File: src/spicrc_pkg.sv
`default_nettype none

package spicrc_pkg;

    // Largest number of data bytes in one register, and the value it is held to.
    localparam int MAX_DATA_BYTES = 4;
    localparam int LIMIT_HI       = (MAX_DATA_BYTES < 4) ? MAX_DATA_BYTES : 4;
    localparam int LIMIT_INT      = (LIMIT_HI < 1) ? 1 : LIMIT_HI;
    localparam logic [2:0] BYTE_LIMIT = 3'(LIMIT_INT);

    // Field widths of one transfer on each channel.
    localparam int ADDR_W  = 6;
    localparam int COUNT_W = 3;
    localparam int KIND_W  = 2;
    localparam int VALUE_W = 32;
    localparam int RX_W    = 40;
    localparam int BYTE_W  = 8;

    // Command byte followed by up to five received or sent bytes.
    localparam int SHIFT_W = BYTE_W + RX_W;

    // Read flag in the command byte.
    localparam logic [7:0] READ_FLAG = 8'h40;

    // Default generator: x^8 + x^2 + x + 1.
    localparam logic [7:0] POLY_RESET = 8'h07;

    // Configuration register indexes.
    localparam logic CFG_CRC_ENABLE = 1'b0;
    localparam logic CFG_CRC_POLY   = 1'b1;

    // Register access kinds.
    localparam logic [1:0] ACC_READ_ONLY  = 2'd1;
    localparam logic [1:0] ACC_WRITE_ONLY = 2'd2;

    // Result status codes.
    typedef enum logic [1:0] {
        ST_OK      = 2'd0,
        ST_INVALID = 2'd1,
        ST_CRC_ERR = 2'd2
    } t_status;

    // Commands from the controller to the datapath.
    typedef struct packed {
        logic load;
        logic step;
        logic finish;
    } t_dp_cmd;

    // Status from the datapath to the controller.
    typedef struct packed {
        logic is_read;
        logic invalid;
        logic last_step;
        logic crc_on;
        logic out_free;
    } t_dp_stat;

    // One byte through the CRC-8, most significant bit first.
    function automatic logic [7:0] crc8_byte(input logic [7:0] crc_in,
                                             input logic [7:0] data,
                                             input logic [7:0] poly);
        logic [7:0] c;
        logic       fb;
        c = crc_in;
        for (int b = 7; b >= 0; b--) begin
            fb = c[7] ^ data[b];
            c  = {c[6:0], 1'b0};
            if (fb) begin
                c = c ^ poly;
            end
        end
        return c;
    endfunction

endpackage

`default_nettype wire

File: src/spicrc_in_if.sv
`default_nettype none

interface spicrc_in_if;
    logic                             valid;
    logic                             ready;
    logic                             command;
    logic [spicrc_pkg::ADDR_W-1:0]    reg_address;
    logic [spicrc_pkg::COUNT_W-1:0]   byte_count;
    logic [spicrc_pkg::KIND_W-1:0]    access_kind;
    logic [spicrc_pkg::VALUE_W-1:0]   write_value;
    logic [spicrc_pkg::RX_W-1:0]      received_bytes;

    modport source (
        output valid, command, reg_address, byte_count, access_kind,
               write_value, received_bytes,
        input  ready
    );

    modport sink (
        input  valid, command, reg_address, byte_count, access_kind,
               write_value, received_bytes,
        output ready
    );
endinterface

`default_nettype wire

File: src/spicrc_out_if.sv
`default_nettype none

interface spicrc_out_if;
    logic                             valid;
    logic                             ready;
    logic [spicrc_pkg::BYTE_W-1:0]    frame_byte;
    logic                             last_byte;
    logic [spicrc_pkg::VALUE_W-1:0]   read_value;
    logic [1:0]                       status;

    modport source (
        output valid, frame_byte, last_byte, read_value, status,
        input  ready
    );

    modport sink (
        input  valid, frame_byte, last_byte, read_value, status,
        output ready
    );
endinterface

`default_nettype wire

File: src/spi_register_frame_crc8_codec.sv
// A write feeds the command byte and then each data byte through the CRC unit into the output
// register, then sends the CRC byte when CRC is on; a read feeds the command, data and CRC
// bytes through the CRC unit, then gives one result; a rejected access gives one result.
// One byte per cycle through the CRC unit; a write steps only while the output register is
// free, and output stalls hold every result. A new transfer is taken only when one is done.
// Reset is synchronous, active low: CRC off, polynomial 0x07, controller idle, output empty.
`default_nettype none

module spi_register_frame_crc8_codec (
    input  wire logic       i_clk,
    input  wire logic       i_rst_n,
    input  wire logic       i_cfg_we,
    input  wire logic       i_cfg_idx,
    input  wire logic [7:0] i_cfg_data,
    spicrc_in_if.sink       i_in,
    spicrc_out_if.source    o_out
);

    spicrc_pkg::t_dp_cmd  cmd;
    spicrc_pkg::t_dp_stat stat;
    logic                 in_ready;

    // Controller.
    spicrc_ctrl u_ctrl (
        .i_clk      (i_clk),
        .i_rst_n    (i_rst_n),
        .i_in_valid (i_in.valid),
        .o_in_ready (in_ready),
        .i_stat     (stat),
        .o_cmd      (cmd)
    );

    // Datapath with CRC unit and output register.
    spicrc_dp u_dp (
        .i_clk            (i_clk),
        .i_rst_n          (i_rst_n),
        .i_cfg_we         (i_cfg_we),
        .i_cfg_idx        (i_cfg_idx),
        .i_cfg_data       (i_cfg_data),
        .i_command        (i_in.command),
        .i_reg_address    (i_in.reg_address),
        .i_byte_count     (i_in.byte_count),
        .i_access_kind    (i_in.access_kind),
        .i_write_value    (i_in.write_value),
        .i_received_bytes (i_in.received_bytes),
        .i_cmd            (cmd),
        .o_stat           (stat),
        .i_out_ready      (o_out.ready),
        .o_out_valid      (o_out.valid),
        .o_frame_byte     (o_out.frame_byte),
        .o_last_byte      (o_out.last_byte),
        .o_read_value     (o_out.read_value),
        .o_status         (o_out.status)
    );

    assign i_in.ready = in_ready;

endmodule

`default_nettype wire

File: src/spicrc_ctrl.sv
`default_nettype none

module spicrc_ctrl (
    input  wire logic                 i_clk,
    input  wire logic                 i_rst_n,
    input  wire logic                 i_in_valid,
    output logic                      o_in_ready,
    input  wire spicrc_pkg::t_dp_stat i_stat,
    output spicrc_pkg::t_dp_cmd       o_cmd
);

    typedef enum logic [1:0] {
        S_IDLE,
        S_STEP,
        S_FINISH
    } t_state;

    t_state r_state, n_state;
    logic   r_in_ready, n_in_ready;

    // Next state and datapath commands.
    always_comb begin
        n_state    = r_state;
        n_in_ready = r_in_ready;
        o_cmd      = '0;
        case (r_state)
            S_IDLE: begin
                if (i_in_valid && r_in_ready) begin
                    o_cmd.load = 1'b1;
                    n_state    = S_STEP;
                    n_in_ready = 1'b0;
                end
            end
            S_STEP: begin
                if (i_stat.invalid) begin
                    n_state = S_FINISH;
                end else if (i_stat.is_read || i_stat.out_free) begin
                    // A write sends each byte it feeds through the CRC.
                    o_cmd.step = 1'b1;
                    if (i_stat.last_step) begin
                        if (!i_stat.is_read && !i_stat.crc_on) begin
                            n_state    = S_IDLE;
                            n_in_ready = 1'b1;
                        end else begin
                            n_state = S_FINISH;
                        end
                    end
                end
            end
            S_FINISH: begin
                if (i_stat.out_free) begin
                    o_cmd.finish = 1'b1;
                    n_state      = S_IDLE;
                    n_in_ready   = 1'b1;
                end
            end
            default: begin
                n_state    = S_IDLE;
                n_in_ready = 1'b1;
            end
        endcase
    end

    // State and the registered ready.
    always_ff @(posedge i_clk) begin
        if (!i_rst_n) begin
            r_state    <= S_IDLE;
            r_in_ready <= 1'b1;
        end else begin
            r_state    <= n_state;
            r_in_ready <= n_in_ready;
        end
    end

    assign o_in_ready = r_in_ready;

endmodule

`default_nettype wire

File: src/spicrc_dp.sv
`default_nettype none

module spicrc_dp (
    input  wire logic                               i_clk,
    input  wire logic                               i_rst_n,
    // Configuration writes.
    input  wire logic                               i_cfg_we,
    input  wire logic                               i_cfg_idx,
    input  wire logic [7:0]                         i_cfg_data,
    // Incoming item.
    input  wire logic                               i_command,
    input  wire logic [spicrc_pkg::ADDR_W-1:0]      i_reg_address,
    input  wire logic [spicrc_pkg::COUNT_W-1:0]     i_byte_count,
    input  wire logic [spicrc_pkg::KIND_W-1:0]      i_access_kind,
    input  wire logic [spicrc_pkg::VALUE_W-1:0]     i_write_value,
    input  wire logic [spicrc_pkg::RX_W-1:0]        i_received_bytes,
    // Controller link.
    input  wire spicrc_pkg::t_dp_cmd                i_cmd,
    output spicrc_pkg::t_dp_stat                    o_stat,
    // Result register.
    input  wire logic                               i_out_ready,
    output logic                                    o_out_valid,
    output logic [spicrc_pkg::BYTE_W-1:0]           o_frame_byte,
    output logic                                    o_last_byte,
    output logic [spicrc_pkg::VALUE_W-1:0]          o_read_value,
    output logic [1:0]                              o_status
);

    // Configuration registers.
    logic       r_crc_en;
    logic [7:0] r_poly;

    // Per-item working registers.
    logic                               r_is_read;
    logic                               r_invalid;
    logic [2:0]                         r_rem;
    logic [spicrc_pkg::SHIFT_W-1:0]     r_shift;
    logic [7:0]                         r_crc;
    logic [7:0]                         r_cmd;
    logic [spicrc_pkg::VALUE_W-1:0]     r_value;

    // Result register.
    logic                               r_ov;
    logic [7:0]                         r_frame;
    logic                               r_last;
    logic [spicrc_pkg::VALUE_W-1:0]     r_rval;
    spicrc_pkg::t_status                r_status;

    logic [2:0]                         count_sat;
    logic [2:0]                         n_rx;
    logic [7:0]                         cmd_byte;
    logic                               load_invalid;
    logic [spicrc_pkg::VALUE_W-1:0]     w_aligned;
    logic [spicrc_pkg::RX_W-1:0]        rx_aligned;
    logic [spicrc_pkg::VALUE_W-1:0]     rx_data;
    logic [spicrc_pkg::VALUE_W-1:0]     value_mask;
    logic [7:0]                         head_byte;
    logic                               out_free;

    // Hold the byte count to the supported range.
    always_comb begin
        if (i_byte_count == 3'd0) begin
            count_sat = 3'd1;
        end else if (i_byte_count > spicrc_pkg::BYTE_LIMIT) begin
            count_sat = spicrc_pkg::BYTE_LIMIT;
        end else begin
            count_sat = i_byte_count;
        end
    end

    // Frame layout at load time.
    always_comb begin
        n_rx         = count_sat + {2'b00, r_crc_en};
        cmd_byte     = i_command ? (spicrc_pkg::READ_FLAG | {2'b00, i_reg_address})
                                 : {2'b00, i_reg_address};
        load_invalid = (i_command && (i_access_kind == spicrc_pkg::ACC_WRITE_ONLY)) ||
                       (!i_command && (i_access_kind == spicrc_pkg::ACC_READ_ONLY));
        w_aligned    = i_write_value << {3'd4 - count_sat, 3'b000};
        rx_aligned   = i_received_bytes << {3'd5 - n_rx, 3'b000};
        rx_data      = r_crc_en ? i_received_bytes[39:8] : i_received_bytes[31:0];
        value_mask   = 32'hFFFF_FFFF >> {3'd4 - count_sat, 3'b000};
    end

    assign head_byte = r_shift[spicrc_pkg::SHIFT_W-1 -: 8];
    assign out_free  = !r_ov || i_out_ready;

    // Status to the controller.
    always_comb begin
        o_stat.is_read   = r_is_read;
        o_stat.invalid   = r_invalid;
        o_stat.last_step = (r_rem == 3'd1);
        o_stat.crc_on    = r_crc_en;
        o_stat.out_free  = out_free;
    end

    // Configuration and the result-valid flag.
    always_ff @(posedge i_clk) begin
        if (!i_rst_n) begin
            r_crc_en <= 1'b0;
            r_poly   <= spicrc_pkg::POLY_RESET;
            r_ov     <= 1'b0;
        end else begin
            if (i_cfg_we) begin
                case (i_cfg_idx)
                    spicrc_pkg::CFG_CRC_ENABLE: r_crc_en <= i_cfg_data[0];
                    spicrc_pkg::CFG_CRC_POLY:   r_poly   <= i_cfg_data;
                    default: ;
                endcase
            end
            if ((i_cmd.step && !r_is_read) || i_cmd.finish) begin
                r_ov <= 1'b1;
            end else if (i_out_ready) begin
                r_ov <= 1'b0;
            end
        end
    end

    // Item registers: load the frame, then one byte through the CRC per step.
    always_ff @(posedge i_clk) begin
        if (i_cmd.load) begin
            r_is_read <= i_command;
            r_invalid <= load_invalid;
            r_crc     <= 8'h00;
            r_cmd     <= cmd_byte;
            r_value   <= rx_data & value_mask;
            if (i_command) begin
                r_rem   <= n_rx + 3'd1;
                r_shift <= {cmd_byte, rx_aligned};
            end else begin
                r_rem   <= count_sat + 3'd1;
                r_shift <= {cmd_byte, w_aligned, 8'h00};
            end
        end else if (i_cmd.step) begin
            r_crc   <= spicrc_pkg::crc8_byte(r_crc, head_byte, r_poly);
            r_shift <= r_shift << 8;
            r_rem   <= r_rem - 3'd1;
        end
    end

    // Result payload.
    always_ff @(posedge i_clk) begin
        if (i_cmd.step && !r_is_read) begin
            r_frame  <= head_byte;
            r_last   <= (r_rem == 3'd1) && !r_crc_en;
            r_rval   <= '0;
            r_status <= spicrc_pkg::ST_OK;
        end else if (i_cmd.finish) begin
            r_last <= 1'b1;
            if (r_invalid) begin
                r_frame  <= 8'h00;
                r_rval   <= '0;
                r_status <= spicrc_pkg::ST_INVALID;
            end else if (r_is_read) begin
                r_frame <= r_cmd;
                if (r_crc_en && (r_crc != 8'h00)) begin
                    r_rval   <= '0;
                    r_status <= spicrc_pkg::ST_CRC_ERR;
                end else begin
                    r_rval   <= r_value;
                    r_status <= spicrc_pkg::ST_OK;
                end
            end else begin
                r_frame  <= r_crc;
                r_rval   <= '0;
                r_status <= spicrc_pkg::ST_OK;
            end
        end
    end

    assign o_out_valid  = r_ov;
    assign o_frame_byte = r_frame;
    assign o_last_byte  = r_last;
    assign o_read_value = r_rval;
    assign o_status     = r_status;

endmodule

`default_nettype wire

File: src/flat_wrapper.sv
// flat-port wrapper written by rule: the top's interface ports become plain ports
module spi_register_frame_crc8_codec_flat 
  (i_clk, i_rst_n, i_cfg_we, i_cfg_idx, i_cfg_data, i_in_valid, i_in_command, i_in_reg_address, i_in_byte_count, i_in_access_kind, i_in_write_value, i_in_received_bytes, i_in_ready, o_out_valid, o_out_frame_byte, o_out_last_byte, o_out_read_value, o_out_status, o_out_ready);
  spicrc_in_if i_in_i ();
  spicrc_out_if o_out_i ();
  input  wire logic i_clk;
  input  wire logic i_rst_n;
  input  wire logic i_cfg_we;
  input  wire logic i_cfg_idx;
  input  wire logic [7:0] i_cfg_data;
  input wire logic [$bits(i_in_i.valid)-1:0] i_in_valid;
  input wire logic [$bits(i_in_i.command)-1:0] i_in_command;
  input wire logic [$bits(i_in_i.reg_address)-1:0] i_in_reg_address;
  input wire logic [$bits(i_in_i.byte_count)-1:0] i_in_byte_count;
  input wire logic [$bits(i_in_i.access_kind)-1:0] i_in_access_kind;
  input wire logic [$bits(i_in_i.write_value)-1:0] i_in_write_value;
  input wire logic [$bits(i_in_i.received_bytes)-1:0] i_in_received_bytes;
  output wire logic [$bits(i_in_i.ready)-1:0] i_in_ready;
  output wire logic [$bits(o_out_i.valid)-1:0] o_out_valid;
  output wire logic [$bits(o_out_i.frame_byte)-1:0] o_out_frame_byte;
  output wire logic [$bits(o_out_i.last_byte)-1:0] o_out_last_byte;
  output wire logic [$bits(o_out_i.read_value)-1:0] o_out_read_value;
  output wire logic [$bits(o_out_i.status)-1:0] o_out_status;
  input wire logic [$bits(o_out_i.ready)-1:0] o_out_ready;
  assign i_in_i.valid = i_in_valid;
  assign i_in_i.command = i_in_command;
  assign i_in_i.reg_address = i_in_reg_address;
  assign i_in_i.byte_count = i_in_byte_count;
  assign i_in_i.access_kind = i_in_access_kind;
  assign i_in_i.write_value = i_in_write_value;
  assign i_in_i.received_bytes = i_in_received_bytes;
  assign i_in_ready = i_in_i.ready;
  assign o_out_valid = o_out_i.valid;
  assign o_out_frame_byte = o_out_i.frame_byte;
  assign o_out_last_byte = o_out_i.last_byte;
  assign o_out_read_value = o_out_i.read_value;
  assign o_out_status = o_out_i.status;
  assign o_out_i.ready = o_out_ready;
  spi_register_frame_crc8_codec u_core (.i_clk(i_clk), .i_rst_n(i_rst_n), .i_cfg_we(i_cfg_we), .i_cfg_idx(i_cfg_idx), .i_cfg_data(i_cfg_data), .i_in(i_in_i), .o_out(o_out_i));
endmodule
File: config.mk
export PLATFORM = sky130hd
export DESIGN_NAME = spi_register_frame_crc8_codec_flat
export DESIGN_NICKNAME = d
export VERILOG_FILES = /design/src/spicrc_pkg.sv /design/src/spicrc_in_if.sv /design/src/spicrc_out_if.sv /design/src/spi_register_frame_crc8_codec.sv /design/src/spicrc_ctrl.sv /design/src/spicrc_dp.sv /design/src/flat_wrapper.sv
export SDC_FILE = /design/constraint.sdc
export NUM_CORES = 1
export LEC_CHECK = 0
export ABC_AREA = 1
export BUFFER_PORTS_ARGS = -buffer_cell sky130_fd_sc_hd__buf_2
export CELL_PAD_IN_SITES_DETAIL_PLACEMENT = 1
export CELL_PAD_IN_SITES_GLOBAL_PLACEMENT = 1
export CORE_MARGIN = 2
export CORE_UTILIZATION = 38
export DETAILED_ROUTE_END_ITERATION = 16
export HOLD_SLACK_MARGIN = 0.06
export PLACE_DENSITY_LB_ADDON = 0.1
export RECOVER_POWER = 100
export SYNTH_ARGS = -nofsm -noshare
export SYNTH_HDL_FRONTEND = slang
export SYNTH_HIERARCHICAL = 1
export SYNTH_SLANG_ARGS = --single-unit
File: constraint.sdc
create_clock -name i_clk -period 3.5 [get_ports i_clk]
set_input_delay 0 -clock i_clk [delete_from_list [all_inputs] [get_ports i_clk]]
set_output_delay 0 -clock i_clk [all_outputs]
set_load 0.05 [all_outputs]
# Word level (Yosys, flattened, before mapping)

Index checks and enable logic that the tools add are counted.
Widths: inputs -> output; s select.

Register bits: 156

Order comparisons: 1
Shift-type cells: 3
Add/sub/neg operators: 6
Equality and inequality tests: 13
Muxes and demuxes: 67
Reduce and logical (&&, ||, !) cells: 25
Bitwise gates (word level): 18

Operators with widths:

| operator              | count |
|---|---|
| $mux 8                | 26 |
| $mux 32               | 4 |
| $mux 48               | 2 |
| $xor 8x8->8           | 8 |
| $mux 40               | 1 |
| $shl 40x6->40         | 1 |
| $and 32x32->32        | 1 |
| $shl 32x6->32         | 1 |
| $shr 32x6->32 const A | 1 |
| $mux 2                | 9 |
| $mux 1                | 17 |
| $mux 3                | 5 |
| $ne 2x2->1 const B    | 5 |
| $reduce_bool 8->1     | 1 |
| $xor 1x1->1           | 8 |
| $logic_and 1x1->1     | 7 |
| $mux 7                | 1 |
| $add 3x1->3 const B   | 2 |
| $pmux 2 s3            | 1 |
| $reduce_and 6->1      | 1 |
| $reduce_bool 2->1     | 3 |
| $sub 3x3->3 const A   | 2 |
| $eq 2x1->1 const B    | 2 |
| $eq 2x2->1 const B    | 2 |
| other kinds (15)      | 22 |

# Logic depth before layout (Yosys ltp)

Word-level depth: 34
Depth in mapped cells: 31

# Hierarchy

Netlist, hierarchy kept.

By module, submodules not included:

| module      | area each (um2) | times used | cells each |
|---|---|---|---|
| spicrc_dp   | 8878.5          | 1          | 1104 |
| spicrc_ctrl | 207.7           | 1          | 36 |

# Worst setup path before layout

Ideal clock, no wire load.

Path type: reg-to-reg
From: register u_core.u_ctrl.r_in_ready, in the netlist u_core/u_ctrl/o_in_ready
To: register u_core.u_dp.r_rem[0], enable pin
Arrival: 3.626 ns
Path buffers: 2
Library setup time: 0.406 ns
Stages on the path, launching flop included: 7
Clock period less this slack: 4.031 ns
Setup slack: -0.531 ns
Required time: 3.094 ns
Cell sequence: dfxtp_1 -> nand2_1 -> nor2_2 -> clkbuf_1 -> clkbuf_1 -> nor2_1 -> inv_1

RTL lines:

| item                     | line              | RTL |
|---|---|---|
| start: declaration       | spicrc_ctrl.sv:19 | `logic r_in_ready, n_in_ready;` |
| start signal: assignment | spicrc_ctrl.sv:71 | `r_in_ready <= n_in_ready;` |
| end signal: assignment   | spicrc_dp.sv:127  | `r_rem <= n_rx + 3'd1;` |
| end signal: assignment   | spicrc_dp.sv:130  | `r_rem <= count_sat + 3'd1;` |
| end signal: assignment   | spicrc_dp.sv:136  | `r_rem <= r_rem - 3'd1;` |
| end: declaration         | spicrc_dp.sv:36   | `logic [2:0] r_rem;` |

# Worst setup path after layout

From: register u_core.u_dp.r_crc_en
To: register u_core/u_dp/r_shift[33] (netlist bit) (data pin)

Longest elaborated chain between the ends: 5

RTL lines:

| item                     | line             | RTL |
|---|---|---|
| start: declaration       | spicrc_dp.sv:30  | `logic r_crc_en;` |
| start signal: assignment | spicrc_dp.sv:105 | `spicrc_pkg::CFG_CRC_ENABLE: r_crc_en <= i_cfg_data[0];` |
| $add 3x1->3              | spicrc_dp.sv:73  | `n_rx = count_sat + {2'b00, r_crc_en};` |
| $sub 3x3->3              | spicrc_dp.sv:79  | `rx_aligned = i_received_bytes << {3'd5 - n_rx, 3'b000};` |
| $shl 40x6->40            | spicrc_dp.sv:79  |  |
| $mux 40                  | spicrc_dp.sv:126 | `if (i_command) begin` |
| $mux 48                  | spicrc_dp.sv:120 | `if (i_cmd.load) begin` |
| end signal: assignment   | spicrc_dp.sv:128 | `r_shift <= {cmd_byte, rx_aligned};` |
| end signal: assignment   | spicrc_dp.sv:131 | `r_shift <= {cmd_byte, w_aligned, 8'h00};` |
| end signal: assignment   | spicrc_dp.sv:135 | `r_shift <= r_shift << 8;` |
| end: declaration         | spicrc_dp.sv:37  | `logic [spicrc_pkg::SHIFT_W-1:0] r_shift;` |

Every way passes these cells.
A chain may end at the register's enable or synchronous reset.

==> impl_metrics.ini <==
[drt]
vias = 8913
top_layer = met4
drt.antenna.violating_nets = 0
wl_per_cell_um = 19.9
drt_wl_total_mm = 33.0
dr_wl_met2_mm = 17.2
dr.pass1.iters = 5
wl_met1_mm = 13.9
wl_met3_mm = 1.10
drt_iter0_drc = 573
drc = 0
detail_route.vias_per_cell = 5.37

[hold_path]
whs_path_depth = 5
hold-path-endpoint = u_core/u_dp/r_shift[27]
hp-start = i_in_write_value[19]
hp-class = primary input to flop

[global_routing]
antenna_found_initial = 0
grt_pass1_vias = 9136
grtUsageTotal_pct = 26.4
grt_overflow = 0
grt_max_degree = 54
grt_pass1_wl_mm = 49.6

[yosys]
synth.area.mux_share_pct = 0
synth.net_count = 1246
synthAdderAreaFrac_pct = 1.10
synth.distinct_cells = 46
synth_area_leaders = edfxtp_1 33%, dfxtp_1 12%, nand2_1 11%
synth_top_family_by_area = simple AND/OR/NAND/NOR gates
yosys.area_share.simple_pct = 23.4
synth_xor_area_share_pct = 3.64
synth_compound_gate_area_share_pct = 18.6
synthFlopType = edfxtp_1
ys_async_sr_fraction_pct = 0
synth-seq-cells = 155
yosysWarnings = 6
synth_top_area_share_pct = 33.0
synthCells = 1140
ys_seq_area_share_pct = 45.2
yosysTopAreaCell = edfxtp_1
synth_edf_count = 100
syn_area_um2 = 9090
synth.avg_cell_area_um2 = 7.97

[critical_path]
crit_type = flop to flop
r2r-start = u_core/u_dp/r_crc_en
rrSetupSlack_ns = 0.26
startpoint = u_core/u_dp/r_crc_en
reg2reg_to = u_core/u_dp/r_shift[33]
arrival_ns = 3.40
cp-end-kind = flop
critPathLaunchType = flop
crit_required_ns = 3.65
rr_worst_depth = 7
cp_max_fo = 20

[clocking]
cts_buffers = 17
htreeDepth = 4
cts.clk_slew.worst_paths_ns = 0.07
ctsLongestPathBuffers = 2
cts_tree = yes
cts.sinks = 155
clock-root-buffer = clkbuf_16
worstSkewPairLatency_ns = 0.44

[floorplan]
row_count = 56
die_w_um = 159
die_h_um = 159
io_pins = 143
initial_core_util_pct = 38.7
core_area_um2 = 23500
dieArea_um2 = 25200

[power_and_ir_drop]
internal_power_w = 0.00559
p_clk_share_pct = 17.8
p_leak_nw = 4.75
seqPwrFrac_pct = 29.9
total_power_w = 0.0107
pwr-share-comb_pct = 52.3
vdd_ir_drop_max_uv = 415
switching_share_pct = 47.9
powerDensity_nw_per_um2 = 949
power.switching_w = 0.00513

[sta]
finalHoldViolCount = 0
finalSetupViolations = 0
worst_slew_pin_slew_ns = 1.28
fin_tns_setup_ns = 0
hold_ws_ns = 0.0633
rsz0062_at_grt = false
finalCritPeriodShare_pct = 92.6
slew_headroom_pct = 14.4
final_max_slew_viol_count = 0
fmax_ghz = 0.308
post-route-min-period_ns = 3.24
finClkSkew_ns = 0.0138

[finish]
drive_gt1_share_pct = 14.2
mostFrequentLayoutCells = 273 x nand2_1, 119 x nor2_1, 105 x inv_1, 100 x edfxtp_1, 89 x buf_2
syn_to_final_growth_pct = 24.4
final_common_cell = nand2_1
fill_cells = 2885
final_nets = 1434

[place]
globalplace.congestion = 0.877
dp_hpwl_mm = 23.9
portBuffers = 142

[flow_run]
maxCapViolCount = 0

[outcome]
status = complete, no violations
-- state kept, by name, indices dropped and copies added (netlist names), 2 cells and up --
name / flops
u_core/u_dp/r_poly: 8
u_core/u_dp/r_rem: 3
u_core/u_ctrl/r_state: 2
u_core/u_dp/r_shift: 48
u_core/u_dp/r_crc: 8
u_core/u_dp/o_read_value: 32
u_core/u_dp/o_frame_byte: 8
u_core/u_dp/r_cmd: 6
u_core/u_dp/r_value: 32
u_core/u_dp/o_status: 2
-- routing by layer --
metal / GRT usage [%] / vias up
li1: - / 4274
met1: 31.7 / 4414
met2: 48.2 / 176
met3: 4.46 / 49
met4: 7.59 / 0
met5: 0 / -
-- timing repair --
item | in CTS | in global routing
hold buffers | 66 | 0
endpoints found under the hold margin | 63 | 0
setup buffers | 0 | 0
gates resized for setup | 0 | 4
endpoints found under the setup margin | 0 | 7
-- per-stage QoR --
step	utilization (%)	instances	instance area (um^2)	setup WS, ns
finish	48.1	1661	11300	0.257
global route	48.1	1660	11300	0.0262
CTS	48.6	1660	11400	0.215
detailed placement	43.3	1562	10200	0.221
global placement	43.3	1562	10200	0.455
floorplan	-	1140	9090	0.328
-- kinds of logic (layout without fill, tap and decap cells) --
family | Yosys count | after routing
AO/OA/AOI/OAI | 256 | 256
XOR/XNOR | 36 | 36
adder cells (fa/ha/maj) | 8 | 8
flip-flops | 155 | 155
buffers and inverters | 184 | 385
other | 0 | 1
AND/OR/NAND/NOR | 501 | 501
-- cells in the mapped netlist, types with 10 or more instances --
cell type,number
a211oi_1,23
a21oi_1,45
a22oi_1,10
a32o_1,32
clkbuf_1,53
dfxtp_1,55
edfxtp_1,100
inv_1,106
nand2_1,273
nand2_2,16
nand3_1,61
nor2_1,120
o211ai_1,18
o21ai_0,81
o221ai_1,12
xnor2_1,18
xor2_1,16
-- cell type report --
class / count / area, um^2 / area share (%)
diodes: 1 / 2.50 / 0.0221
clock buffers: 19 / 475 / 4.21
clock inverters: 13 / 123 / 1.09
inverters: 118 / 447 / 3.95
multi-input cells: 801 / 4270 / 37.8
flip-flops and latches: 155 / 4110 / 36.3
well taps: 319 / 399 / 3.53
repair buffers: 235 / 1480 / 13.1
-- worst max-delay path by stage --
stage | endpoint | cells after the start
CTS | u_core/u_dp/r_crc[7] | 24
detailed placement | u_core/u_dp/r_crc[7] | 24
global placement | u_core/u_dp/r_crc[7] | 26
global route | u_core/u_dp/r_crc[7] | 28
finish | u_core/u_dp/r_shift[33] | 7
floorplan | u_core/u_dp/r_rem[0] | 6
-- critical path: stages (launching register included) --
cell and delay (ns):
dfxtp_1 0.38, ha_1 0.32, clkbuf_1 0.52, clkinv_1 0.65, o21ai_0 0.52, o22ai_1 0.16, a21oi_1 0.22, o221ai_1 0.19
-- power by group through the flow --
stage	clock (W)	sequential (W)	combinational, W
floorplan	0	0.00390	0.00351
global placement	0	0.00320	0.00550
detailed placement	0	0.00322	0.00561
CTS	0.00193	0.00319	0.00571
global route	0.00200	0.00327	0.00619
finish	0.00190	0.00320	0.00561
Power figures use the tool's default switching activity.
